<file path="src/rtl/mbpt_pkg.sv">
// ---------------------------------------------------------------------------
// mbpt_pkg
// Shared widths, constants and codes for the masked byte pattern trigger.
// ---------------------------------------------------------------------------
package mbpt_pkg;

	localparam int unsigned PATTERN_MAX   = 8;
	localparam int unsigned TEXT_LOOKBACK = 64;
	localparam int unsigned HEX_LOOKBACK  = 32;

	localparam int unsigned BYTE_W    = 8;
	localparam int unsigned HIST_W    = PATTERN_MAX * BYTE_W;
	localparam int unsigned LEN_W     = 4;
	localparam int unsigned IDX_W     = 3;
	localparam int unsigned FILL_W    = 4;
	localparam int unsigned AGE_W     = 7;
	localparam int unsigned TICK_W    = 16;
	localparam int unsigned CFG_IDX_W = 3;
	localparam int unsigned CFG_DAT_W = 64;

	localparam logic [AGE_W-1:0]  AGE_MAX      = '1;
	localparam logic [AGE_W-1:0]  TEXT_LB      = AGE_W'(TEXT_LOOKBACK);
	localparam logic [AGE_W-1:0]  HEX_LB       = AGE_W'(HEX_LOOKBACK);
	localparam logic [FILL_W-1:0] FILL_MAX     = FILL_W'(PATTERN_MAX);
	localparam logic [TICK_W-1:0] TICK_MAX     = '1;

	localparam logic [CFG_DAT_W-1:0] PATTERN_RST = '0;
	localparam logic [PATTERN_MAX-1:0] CARE_RST  = '1;
	localparam logic [LEN_W-1:0]  LEN_RST        = LEN_W'(1);
	localparam logic [TICK_W-1:0] COOLDOWN_RST   = TICK_W'(20);

	typedef enum logic [CFG_IDX_W-1:0] {
		REG_PATTERN  = 3'd0,
		REG_CARE     = 3'd1,
		REG_LENGTH   = 3'd2,
		REG_HEX      = 3'd3,
		REG_COOLDOWN = 3'd4
	} cfg_reg_t;

	localparam logic REQ_BYTE = 1'b0;
	localparam logic REQ_TICK = 1'b1;

endpackage

</file>
<file path="src/rtl/mbpt_in_if.sv">
// ---------------------------------------------------------------------------
// mbpt_in_if
// Request channel: received byte or millisecond tick, valid/ready.
// ---------------------------------------------------------------------------
interface mbpt_in_if;
	logic                        valid;
	logic                        ready;
	logic                        req_type;
	logic [mbpt_pkg::BYTE_W-1:0] rx_byte;

	modport source (output valid, output req_type, output rx_byte, input ready);
	modport sink   (input valid, input req_type, input rx_byte, output ready);
endinterface

</file>
<file path="src/rtl/mbpt_out_if.sv">
// ---------------------------------------------------------------------------
// mbpt_out_if
// Result channel: pattern seen and fire flags, valid/ready.
// ---------------------------------------------------------------------------
interface mbpt_out_if;
	logic valid;
	logic ready;
	logic pattern_seen;
	logic fire;

	modport source (output valid, output pattern_seen, output fire, input ready);
	modport sink   (input valid, input pattern_seen, input fire, output ready);
endinterface

</file>
<file path="src/rtl/masked_byte_pattern_trigger.sv">
// ---------------------------------------------------------------------------
// masked_byte_pattern_trigger
// Masked byte pattern match over the last eight bytes with lookback window
// and fire cooldown counted in millisecond ticks.
// ---------------------------------------------------------------------------
// The result is valid in the cycle after the request is accepted.
// Throughput: one request per cycle while out_ch is ready; the result register frees as it is taken.
// The match, window and cooldown logic sits between state and result register.
// Reset: config registers to defaults, history empty, no match pending,
// tick counter saturated so the first match may fire at once.
module masked_byte_pattern_trigger (
	input  logic                                clk,
	input  logic                                arst_n,
	input  logic                                cfg_we,
	input  logic [mbpt_pkg::CFG_IDX_W-1:0]      cfg_index,
	input  logic [mbpt_pkg::CFG_DAT_W-1:0]      cfg_data,
	mbpt_in_if.sink                             in_ch,
	mbpt_out_if.source                          out_ch
);

	// configuration
	logic [mbpt_pkg::HIST_W-1:0]      pattern_q;
	logic [mbpt_pkg::PATTERN_MAX-1:0] care_q;
	logic [mbpt_pkg::LEN_W-1:0]       len_q;
	logic                             hex_q;
	logic [mbpt_pkg::TICK_W-1:0]      cool_q;

	// match state
	logic [mbpt_pkg::HIST_W-1:0]      hist_q;
	logic [mbpt_pkg::FILL_W-1:0]      fill_q;
	logic                             pending_q;
	logic [mbpt_pkg::AGE_W-1:0]       age_q;
	logic [mbpt_pkg::TICK_W-1:0]      ticks_q;

	// result register
	logic                             out_valid_q;
	logic                             seen_q;
	logic                             fire_q;

	logic                             accept;
	logic [mbpt_pkg::HIST_W-1:0]      hist_d;
	logic [mbpt_pkg::FILL_W-1:0]      fill_d;
	logic                             pending_d;
	logic [mbpt_pkg::AGE_W-1:0]       age_d;
	logic [mbpt_pkg::TICK_W-1:0]      ticks_d;
	logic                             seen_d;
	logic                             fire_d;
	logic [mbpt_pkg::HIST_W-1:0]      hist_shift;
	logic [mbpt_pkg::FILL_W-1:0]      fill_inc;
	logic [mbpt_pkg::LEN_W-1:0]       eff_len;
	logic [mbpt_pkg::IDX_W-1:0]       len_m1;
	logic [mbpt_pkg::AGE_W-1:0]       lookback;
	logic                             window_ok;
	logic                             byte_pending;
	logic [mbpt_pkg::AGE_W-1:0]       byte_age;

	assign in_ch.ready = !out_valid_q || out_ch.ready;
	assign accept      = in_ch.valid && in_ch.ready;

	assign out_ch.valid        = out_valid_q;
	assign out_ch.pattern_seen = seen_q;
	assign out_ch.fire         = fire_q;

	always_ff @(posedge clk or negedge arst_n) begin
		if (!arst_n) begin
			pattern_q <= mbpt_pkg::PATTERN_RST;
			care_q    <= mbpt_pkg::CARE_RST;
			len_q     <= mbpt_pkg::LEN_RST;
			hex_q     <= 1'b0;
			cool_q    <= mbpt_pkg::COOLDOWN_RST;
		end else if (cfg_we) begin
			unique case (cfg_index)
				mbpt_pkg::REG_PATTERN:  pattern_q <= cfg_data;
				mbpt_pkg::REG_CARE:     care_q    <= cfg_data[mbpt_pkg::PATTERN_MAX-1:0];
				mbpt_pkg::REG_LENGTH:   len_q     <= cfg_data[mbpt_pkg::LEN_W-1:0];
				mbpt_pkg::REG_HEX:      hex_q     <= cfg_data[0];
				mbpt_pkg::REG_COOLDOWN: cool_q    <= cfg_data[mbpt_pkg::TICK_W-1:0];
				default: ;
			endcase
		end
	end

	// length 0 counts as 1, anything above the history depth as the depth
	always_comb begin
		if (len_q == '0)
			eff_len = mbpt_pkg::LEN_W'(1);
		else if (len_q > mbpt_pkg::LEN_W'(mbpt_pkg::PATTERN_MAX))
			eff_len = mbpt_pkg::LEN_W'(mbpt_pkg::PATTERN_MAX);
		else
			eff_len = len_q;
	end

	assign len_m1     = mbpt_pkg::IDX_W'(eff_len - mbpt_pkg::LEN_W'(1));
	assign lookback   = hex_q ? mbpt_pkg::HEX_LB : mbpt_pkg::TEXT_LB;
	assign hist_shift = {hist_q[mbpt_pkg::HIST_W-mbpt_pkg::BYTE_W-1:0], in_ch.rx_byte};
	assign fill_inc   = (fill_q < mbpt_pkg::FILL_MAX) ? fill_q + mbpt_pkg::FILL_W'(1) : fill_q;

	// pattern byte k is compared with the history byte len-1-k places back
	always_comb begin
		logic [mbpt_pkg::IDX_W-1:0]  back;
		logic [mbpt_pkg::BYTE_W-1:0] hb;
		logic [mbpt_pkg::BYTE_W-1:0] pb;
		window_ok = (mbpt_pkg::LEN_W'(fill_inc) >= eff_len);
		for (int k = 0; k < mbpt_pkg::PATTERN_MAX; k++) begin
			back = len_m1 - mbpt_pkg::IDX_W'(k);
			hb   = hist_shift[back*mbpt_pkg::BYTE_W +: mbpt_pkg::BYTE_W];
			pb   = pattern_q[k*mbpt_pkg::BYTE_W +: mbpt_pkg::BYTE_W];
			if (mbpt_pkg::IDX_W'(k) <= len_m1 && (!hex_q || care_q[k]) && hb != pb)
				window_ok = 1'b0;
		end
	end

	always_comb begin
		byte_pending = pending_q;
		byte_age     = age_q;
		if (window_ok) begin
			byte_pending = 1'b1;
			byte_age     = '0;
		end else if (pending_q) begin
			if (age_q >= lookback) begin
				byte_pending = 1'b0;
				byte_age     = '0;
			end else if (age_q != mbpt_pkg::AGE_MAX) begin
				byte_age = age_q + mbpt_pkg::AGE_W'(1);
			end
		end
	end

	always_comb begin
		hist_d    = hist_q;
		fill_d    = fill_q;
		pending_d = pending_q;
		age_d     = age_q;
		ticks_d   = ticks_q;
		seen_d    = pending_q;
		fire_d    = 1'b0;
		if (in_ch.req_type == mbpt_pkg::REQ_TICK) begin
			if (ticks_q != mbpt_pkg::TICK_MAX)
				ticks_d = ticks_q + mbpt_pkg::TICK_W'(1);
		end else begin
			hist_d    = hist_shift;
			fill_d    = fill_inc;
			pending_d = byte_pending;
			age_d     = byte_age;
			seen_d    = byte_pending;
			if (byte_pending && ticks_q >= cool_q) begin
				fire_d    = 1'b1;
				hist_d    = '0;
				fill_d    = '0;
				pending_d = 1'b0;
				age_d     = '0;
				ticks_d   = '0;
			end
		end
	end

	always_ff @(posedge clk or negedge arst_n) begin
		if (!arst_n) begin
			hist_q    <= '0;
			fill_q    <= '0;
			pending_q <= 1'b0;
			age_q     <= '0;
			ticks_q   <= mbpt_pkg::TICK_MAX;
		end else if (accept) begin
			hist_q    <= hist_d;
			fill_q    <= fill_d;
			pending_q <= pending_d;
			age_q     <= age_d;
			ticks_q   <= ticks_d;
		end
	end

	always_ff @(posedge clk or negedge arst_n) begin
		if (!arst_n) begin
			out_valid_q <= 1'b0;
		end else if (accept) begin
			out_valid_q <= 1'b1;
		end else if (out_ch.ready) begin
			out_valid_q <= 1'b0;
		end
	end

	always_ff @(posedge clk) begin
		if (accept) begin
			seen_q <= seen_d;
			fire_q <= fire_d;
		end
	end

	a_fire_implies_seen: assert property (@(posedge clk) disable iff (!arst_n)
		out_valid_q && fire_q |-> seen_q)
		else $error("fire without pattern_seen");

	a_fire_clears: assert property (@(posedge clk) disable iff (!arst_n)
		accept && fire_d |=> ticks_q == '0 && fill_q == '0 && !pending_q)
		else $error("fire did not clear history and cooldown");

	a_fill_bound: assert property (@(posedge clk) disable iff (!arst_n)
		fill_q <= mbpt_pkg::FILL_MAX)
		else $error("fill count beyond history depth");

	a_age_idle: assert property (@(posedge clk) disable iff (!arst_n)
		!pending_q |-> age_q == '0)
		else $error("match age running with no match pending");

	a_tick_no_fire: assert property (@(posedge clk) disable iff (!arst_n)
		accept && in_ch.req_type == mbpt_pkg::REQ_TICK |=> !fire_q && out_valid_q)
		else $error("tick request produced a fire");

endmodule
</file>
<file path="src/flat_wrapper.sv">
// flat-port wrapper written by rule: the top's interface ports become plain ports
module masked_byte_pattern_trigger_flat 
  (clk, arst_n, cfg_we, cfg_index, cfg_data, in_ch_valid, in_ch_req_type, in_ch_rx_byte, in_ch_ready, out_ch_valid, out_ch_pattern_seen, out_ch_fire, out_ch_ready);
  mbpt_in_if in_ch_i ();
  mbpt_out_if out_ch_i ();
  input  logic clk;
  input  logic arst_n;
  input  logic cfg_we;
  input  logic [mbpt_pkg::CFG_IDX_W-1:0] cfg_index;
  input  logic [mbpt_pkg::CFG_DAT_W-1:0] cfg_data;
  input wire logic [$bits(in_ch_i.valid)-1:0] in_ch_valid;
  input wire logic [$bits(in_ch_i.req_type)-1:0] in_ch_req_type;
  input wire logic [$bits(in_ch_i.rx_byte)-1:0] in_ch_rx_byte;
  output wire logic [$bits(in_ch_i.ready)-1:0] in_ch_ready;
  output wire logic [$bits(out_ch_i.valid)-1:0] out_ch_valid;
  output wire logic [$bits(out_ch_i.pattern_seen)-1:0] out_ch_pattern_seen;
  output wire logic [$bits(out_ch_i.fire)-1:0] out_ch_fire;
  input wire logic [$bits(out_ch_i.ready)-1:0] out_ch_ready;
  assign in_ch_i.valid = in_ch_valid;
  assign in_ch_i.req_type = in_ch_req_type;
  assign in_ch_i.rx_byte = in_ch_rx_byte;
  assign in_ch_ready = in_ch_i.ready;
  assign out_ch_valid = out_ch_i.valid;
  assign out_ch_pattern_seen = out_ch_i.pattern_seen;
  assign out_ch_fire = out_ch_i.fire;
  assign out_ch_i.ready = out_ch_ready;
  masked_byte_pattern_trigger u_core (.clk(clk), .arst_n(arst_n), .cfg_we(cfg_we), .cfg_index(cfg_index), .cfg_data(cfg_data), .in_ch(in_ch_i), .out_ch(out_ch_i));
endmodule
</file>
<file path="config.mk">
export PLATFORM = sky130hd
export DESIGN_NAME = masked_byte_pattern_trigger_flat
export DESIGN_NICKNAME = d
export VERILOG_FILES = /design/src/rtl/mbpt_pkg.sv /design/src/rtl/mbpt_in_if.sv /design/src/rtl/mbpt_out_if.sv /design/src/rtl/masked_byte_pattern_trigger.sv /design/src/flat_wrapper.sv
export SDC_FILE = /design/constraint.sdc
export NUM_CORES = 1
export LEC_CHECK = 0
export ABC_AREA = 1
export BUFFER_PORTS_ARGS = -buffer_cell sky130_fd_sc_hd__buf_2
export CELL_PAD_IN_SITES_DETAIL_PLACEMENT = 0
export CELL_PAD_IN_SITES_GLOBAL_PLACEMENT = 1
export CORE_MARGIN = 5
export CORE_UTILIZATION = 45
export CTS_BUF_LIST = sky130_fd_sc_hd__clkbuf_4 sky130_fd_sc_hd__clkbuf_8 sky130_fd_sc_hd__clkbuf_16
export DETAILED_ROUTE_END_ITERATION = 10
export PLACE_DENSITY_LB_ADDON = 0.15
export RECOVER_POWER = 25
export SETUP_SLACK_MARGIN = 0.4
export SYNTH_ARGS = -nofsm -noshare
export SYNTH_HDL_FRONTEND = slang
export SYNTH_SLANG_ARGS = --single-unit
</file>
<file path="constraint.sdc">
create_clock -name clk -period 4.7 [get_ports clk]
set_clock_uncertainty 0.1 [all_clocks]
set_input_delay 0.235 -clock clk [delete_from_list [all_inputs] [get_ports clk]]
set_output_delay 0.235 -clock clk [all_outputs]
set_load 0.01 [all_outputs]
</file>
; ---- After elaboration in Yosys (flattened, before gate mapping)
; Index checks and enable logic that the tools add are counted.
; Widths: inputs -> output; s select.
[classes]
addsub = 11
n_lt_le_gt_ge = 13
n_eq_ne = 15
n_shift = 8
n_mux = 30
bitwise_logic = 1
n_reduce_logical = 43
[op_table]
columns = op, count
row1 = $shiftx 64x7->8, 8
row2 = $ne 8x8->1, 8
row3 = $mux 56, 1
row4 = $mux 16, 3
row5 = $mux 7, 6
row6 = $logic_and 1x1->1, 18
row7 = $add 16x1->16 const B, 1
row8 = $ge 16x16->1, 1
row9 = $mux 1, 16
row10 = $mux 4, 4
row11 = $ne 16x16->1 const B, 1
row12 = $le 3x3->1 const A, 4
row13 = $reduce_and 2->1, 6
row14 = $sub 3x3->3 const B, 4
row15 = $logic_or 1x1->1, 9
row16 = $add 7x1->7 const B, 1
row17 = $ge 7x7->1, 1
row18 = $ne 7x7->1 const B, 1
row19 = $eq 3x2->1 const B, 2
row20 = $le 1x3->1 const A, 2
row21 = $le 2x3->1 const A, 2
row22 = $sub 3x1->3 const B, 2
row23 = $sub 3x2->3 const B, 2
row24 = $add 4x1->4 const B, 1
row25 = 15 further kinds, 17
[word_totals]
register_bits = 180
input_bits = 81
elab_cells = 134

; ---- Longest topological paths before layout
[depth]
depth_word = 19
mapped_depth = 30
depth_no_buf = 28

; ---- Least setup slack after synthesis
; OpenSTA, ideal clock, no wires.
[synth_timing]
path_type = reg2reg
startpoint = register u_core.len_q[0] in the netlist's numbering
endpoint = register u_core.hist_q[17] in the netlist's numbering
setup_ns = 0.120
arrival_time_ns = 3.388
path_slack_ns = 1.091
path_stages_with_launch = 25
path_cell_list = dfstp_2 > inv_1 > o21ai_4 > nand2_2 > buf_6 > buf_6 > ha_1 > inv_1 > buf_2 > buf_1 > nand3_1 > nand3_1 > nand2_1 > xor2_1 > nand2_1 > nor2_1 > nand2_1 > a21oi_2 > nand3_4 > nand2_4 > nand2_2 > buf_6 > buf_2 > nand3_1 > nand2_1
[synth_via]
elab_chain_cells = 18
[synth_rtl]
columns = element, line_no
row1 = "start, declared", masked_byte_pattern_trigger.sv:24  ; logic [mbpt_pkg::LEN_W-1:0] len_q;
row2 = "start signal, assigned", masked_byte_pattern_trigger.sv:68  ; len_q <= mbpt_pkg::LEN_RST;
row3 = "start signal, assigned", masked_byte_pattern_trigger.sv:75  ; mbpt_pkg::REG_LENGTH: len_q <= cfg_data[mbpt_pkg::LEN_W-1:0];
row4 = $gt 4x4->1, masked_byte_pattern_trigger.sv:87  ; else if (len_q > mbpt_pkg::LEN_W'(mbpt_pkg::PATTERN_MAX))
row5 = $mux 4, masked_byte_pattern_trigger.sv:87
row6 = $mux 4 (*), masked_byte_pattern_trigger.sv:85  ; if (len_q == '0)
row7 = $sub 3x1->3, masked_byte_pattern_trigger.sv:93  ; assign len_m1 = mbpt_pkg::IDX_W'(eff_len - mbpt_pkg::LEN_W'(1));
row8 = "$sub 3x1->3, or another cell as far along", masked_byte_pattern_trigger.sv:105  ; back = len_m1 - mbpt_pkg::IDX_W'(k);
row9 = "$shiftx 64x7->8, or another cell as far along", masked_byte_pattern_trigger.sv:106  ; hb = hist_shift[back*mbpt_pkg::BYTE_W +: mbpt_pkg::BYTE_W];
row10 = $ne 8x8->1 / $logic_and 1x1->1 (equally long branches), masked_byte_pattern_trigger.sv:108  ; if (mbpt_pkg::IDX_W'(k) <= len_m1 && (!hex_q || care_q[k]) && hb != pb)
row11 = $logic_and 1x1->1 / $mux 1 (equally long branches), masked_byte_pattern_trigger.sv:108
row12 = $mux 1 (6 in series), masked_byte_pattern_trigger.sv:108
row13 = $mux 1 (*), masked_byte_pattern_trigger.sv:108
row14 = $mux 1 (*), masked_byte_pattern_trigger.sv:116  ; if (window_ok) begin
row15 = $logic_and 1x1->1 (*), masked_byte_pattern_trigger.sv:146  ; if (byte_pending && ticks_q >= cool_q) begin
row16 = $mux 56 (*), masked_byte_pattern_trigger.sv:146
row17 = "end signal, assigned", masked_byte_pattern_trigger.sv:165  ; hist_q <= hist_d;
row18 = "end, declared", masked_byte_pattern_trigger.sv:29  ; logic [mbpt_pkg::HIST_W-1:0] hist_q;
; Mark *: on every way between the ends. The rest lies on a longest branch, timed or not.
; A chain may end at the register's enable or synchronous reset.

; ---- Worst setup path in the final report
[layout_timing]
startpoint = register u_core.len_q[2] in the netlist's numbering
endpoint = register u_core.age_q[2] in the netlist's numbering
[layout_via]
elab_chain_cells = 19
[layout_rtl]
columns = element, line_no
row1 = $gt 4x4->1, masked_byte_pattern_trigger.sv:87
row2 = $mux 4, masked_byte_pattern_trigger.sv:87
row3 = $mux 4 (*), masked_byte_pattern_trigger.sv:85
row4 = $sub 3x1->3, masked_byte_pattern_trigger.sv:93
row5 = "$sub 3x1->3, or another cell as far along", masked_byte_pattern_trigger.sv:105
row6 = "$shiftx 64x7->8, or another cell as far along", masked_byte_pattern_trigger.sv:106
row7 = $ne 8x8->1 / $logic_and 1x1->1 (equally long branches), masked_byte_pattern_trigger.sv:108
row8 = $logic_and 1x1->1 / $mux 1 (equally long branches), masked_byte_pattern_trigger.sv:108
row9 = $mux 1 (6 in series), masked_byte_pattern_trigger.sv:108
row10 = $mux 1 (*), masked_byte_pattern_trigger.sv:108
row11 = $mux 1, masked_byte_pattern_trigger.sv:116
row12 = $logic_and 1x1->1, masked_byte_pattern_trigger.sv:146
row13 = $reduce_bool 4->1 (no source line) / $reduce_bool 3->1 (equally long branches), n/a
row14 = $reduce_and 4->1 (no source line), n/a
row15 = "end signal, assigned", masked_byte_pattern_trigger.sv:168  ; age_q <= age_d;
row16 = "end, declared", masked_byte_pattern_trigger.sv:32  ; logic [mbpt_pkg::AGE_W-1:0] age_q;
; Marks and branches as above.

==> out/metrics.yaml <==
initial_utilization_pct: 45.7
drt-total-wl_um: 40800
htree_levels: 4
placeableCoreArea_sq_um: 27000
antenna_cells: 0
tightest_slew_ns: 2.75
ys_ff_latch: 180
yosys-mux-area-fraction_pct: 2.28
cts-root-buf: "clkbuf_16"
die_area_sq_um: 30900
tns_ns: 0
drt_iter0_drc: 1106
reg2reg_from: "u_core.len_q[2]$_DFFE_PN0P_"
dr.pass1.iters: 5
hp-class: "input port to register"
r2r_end: "u_core.age_q[2]$_DFFE_PN0P_"
power_switching_mw: 3.48
synth_area_sq_um: 12400
synth_top_family_by_area: "simple AND/OR/NAND/NOR gates"
critical_path.max_stage_delay_ns: 0.48
combPwrFrac_pct: 50.1
num_io_pins: 85
timing.final.ws_setup_ns: 0.661
violations: "max-capacitance violations, max-slew violations"
crit_path_start_kind: "register"
crit_buf_inv: 4
yosysUniqueCellTypes: 44
yosys_warnings: 0
finalSetupViolations: 0
final_common_cell: "nand2_1"
grt_max_degree: 104
report.final.slew_viol_count: 160
reg2reg_slack_ns: 0.66
drc: 0
worst-setup-path-type: "register to register"
cp_slowest_cell: "dfrtp_1"
crit_fanout: 38
dpl.cell_count: 2173
status: "complete, but fails checks"
critical-path-top-delay-family: "simple AND/OR/NAND/NOR gates"
antenna_found_initial: 0
drv_cap: 2
async_flop_share_pct: 98.9
cts-buffers-inserted: 17
sw_frac_of_total_pct: 47.3
synth_edf_count: 2
vias: 12224
path_clk_slew_ns: 0.09
worstPathArrival_ns: 4.27
vias_per_cell: 5.37
post-route-min-period_ns: 4.04
synth_fa_ha_area_share_pct: 2.73
required_ns: 4.94
grt_pass1_vias: 11280
clock_path_buffers: 2
p_per_area_nw_per_um2: 517
place.port_buffers: 84
holdPathStages: 3
synth_ff_type: "dfrtp_1"
ir_worst_vdd_uv: 317
worstSetupEndpointType: "register"
drtAntennaViolNets: 0
rows: 60
total_power_mw: 7.36
die_w_um: 176
dp_slack_ns: 0.528
reg2regPathDepth: 27
hold_viol_final: 0
wl_per_cell_um: 17.9
synth-simple-area-share_pct: 40.8
routabilityCongestion: 0.922
seq_power_share_pct: 29.8
hp-start: "cfg_data[5]"
grt_usage_pct: 26.5
die_h_um: 176
hpwlAfterDp_um: 30000
fmax_mhz: 248
clk_latency_ns: 0.46
grt_pass1_wl_um: 64100
grt_overflow: 0
rsz0062_at_grt: "no"
synth_compound_area_share_pct: 7.40
min_to: "u_core.care_q[5]$_DFFE_PN1P_"
final_nets: 2030
tritoncts: "yes"
clkPwrFrac_pct: 20.1
p_leak_nw: 7.25
syn_inst: 1813
syn_nets: 1921
slew_headroom_pct: -83.6
worst-path-stages: 27
cts.sinks: 180
synth-seq-area-share_pct: 36.8
layout_common_cells: "595 x nand2_1, 387 x nand3_1, 172 x inv_1, 151 x dfrtp_1, 93 x o21ai_0"
synth_xor_area_share_pct: 0.638
avgSynthCellArea_sq_um: 6.81
drive_above_1_share_pct: 11.5
area_growth_pct: 15.3
layout.cells.non_filler: 2276
cp_common_cell: "nand2_1"
p_int_mw: 3.88
finalCritPeriodShare_pct: 85.9
-- Yosys cell counts (6+ instances only) --
cell / count / area share [%]
nand2_1: 596 / 18
nand3_1: 388 / 16
inv_1: 173 / 5.3
dfrtp_1: 151 / 31
o21ai_0: 93 / 3.8
nor2_1: 78 / 2.4
a21oi_1: 33 / 1.3
clkbuf_1: 32 / 0.97
nand3b_1: 31 / 1.9
dfstp_2: 27 / 5.7
ha_1: 27 / 2.7
buf_2: 25 / 1.0
mux2_2: 25 / 2.3
o21ai_1: 20 / 0.81
buf_6: 12 / 1.1
nand4_1: 12 / 0.61
buf_4: 10 / 0.61
buf_1: 7 / 0.21
nand2_2: 7 / 0.35
nor3_1: 7 / 0.28
a31oi_1: 6 / 0.30
-- metal layers --
metal	global-route usage (%)	share of wire, %	vias up
li1	-	-	6142
met1	38.3	47	5710
met2	42.0	45	333
met3	4.30	5.9	39
met4	5.85	1.6	0
met5	0	0	-
-- power groups by stage --
stage                     Sequential (mW)  Combinational, mW  Clock (mW)
after floorplan                      2.10               2.65           0
after global placement               2.21               3.47           0
after detailed placement             2.21               3.50           0
after CTS                            2.19               3.56        1.51
after global routing                 2.23               4.15        1.57
final                                2.19               3.69        1.48
-- metrics by stage --
step / utilization (%) / hold slack [ns] / cell area, sq um
floorplan: - / -0.161 / 12400
global placement: 47.8 / 0.341 / 12900
detailed placement: 47.8 / 0.351 / 12900
CTS: 52.5 / 0.00718 / 14200
global route: 52.7 / 0.00804 / 14200
finish: 52.7 / 0.0116 / 14200
-- sequential cells by signal (all words and copies together) (netlist names) --
register,count
u_core.care_q,8
u_core.ticks_q,16
u_core.hex_q,1
u_core.hist_q,56
u_core.cool_q,16
u_core.fill_q,4
u_core.out_ch.pattern_seen,1
u_core.out_ch.valid,1
u_core.pending_q,1
u_core.age_q,7
u_core.pattern_q,64
u_core.len_q,4
u_core.out_ch.fire,1
-- worst max path at each step --
| stage | startpoint | end | slack (ns) |
|---|---|---|---|
| finish | u_core.len_q[2]$_DFFE_PN0P_ | u_core.age_q[2]$_DFFE_PN0P_ | 0.66 |
| global route | u_core.len_q[1]$_DFFE_PN0P_ | u_core.age_q[3]$_DFFE_PN0P_ | 0.37 |
| CTS | u_core.len_q[2]$_DFFE_PN0P_ | u_core.age_q[4]$_DFFE_PN0P_ | 0.51 |
| detailed placement | u_core.len_q[2]$_DFFE_PN0P_ | u_core.age_q[6]$_DFFE_PN0P_ | 0.53 |
| global placement | u_core.len_q[1]$_DFFE_PN0P_ | u_core.age_q[6]$_DFFE_PN0P_ | 0.60 |
| floorplan | u_core.len_q[0]$_DFFE_PN1P_ | u_core.hist_q[17]$_DFFE_PN0P_ | 1.09 |
-- cell families (layout without fill, tap and decap cells) --
family / Yosys count / in the layout
and+or+nand+nor: 1139 / 1140
buffers and inverters: 264 / 385
DFF: 180 / 180
AOI/OAI and AO/OA: 169 / 169
adders and majority gates: 27 / 27
muxes: 25 / 25
xor gates and xnor gates: 9 / 9
-- worst reg2reg max path, stage by stage (launching register included) --
cell and delay (ns):
dfrtp_1 0.48, nor2_1 0.18, nand2_1 0.10, nand2_1 0.07
nand2_1 0.07, ha_2 0.41, buf_12 0.22, nand3_2 0.17
nand2_4 0.17, buf_12 0.12, nand3_1 0.07, nand3_1 0.08
nand2_1 0.09, inv_1 0.06, nand2_1 0.04, nor2_1 0.07
nand2_1 0.11, nand2_1 0.13, nand2_1 0.10, nor2_4 0.19
nand3_4 0.14, nand2_4 0.11, nand2_2 0.05, buf_4 0.23
nand2_1 0.12, nand2_2 0.11, nand2_1 0.09, nand2_1 0.05
-- final cells by class --
type / instances / area, sq um
clock inverters: 14 / 153
multi-input cells: 1370 / 6690
fillers: 2700 / 12800
well taps: 341 / 427
flip-flops and latches: 180 / 4550
repair buffers: 175 / 1310
inverters: 178 / 672
clock buffers: 18 / 433
-- what timing repair did --
item / in CTS / in global routing
setup buffers: 0 / 4
setup endpoints to repair: 0 / 83
hold endpoints to repair: 149 / 0
hold buffers: 66 / 0
resized for setup: 0 / 10
Power figures use the tool's default switching activity.
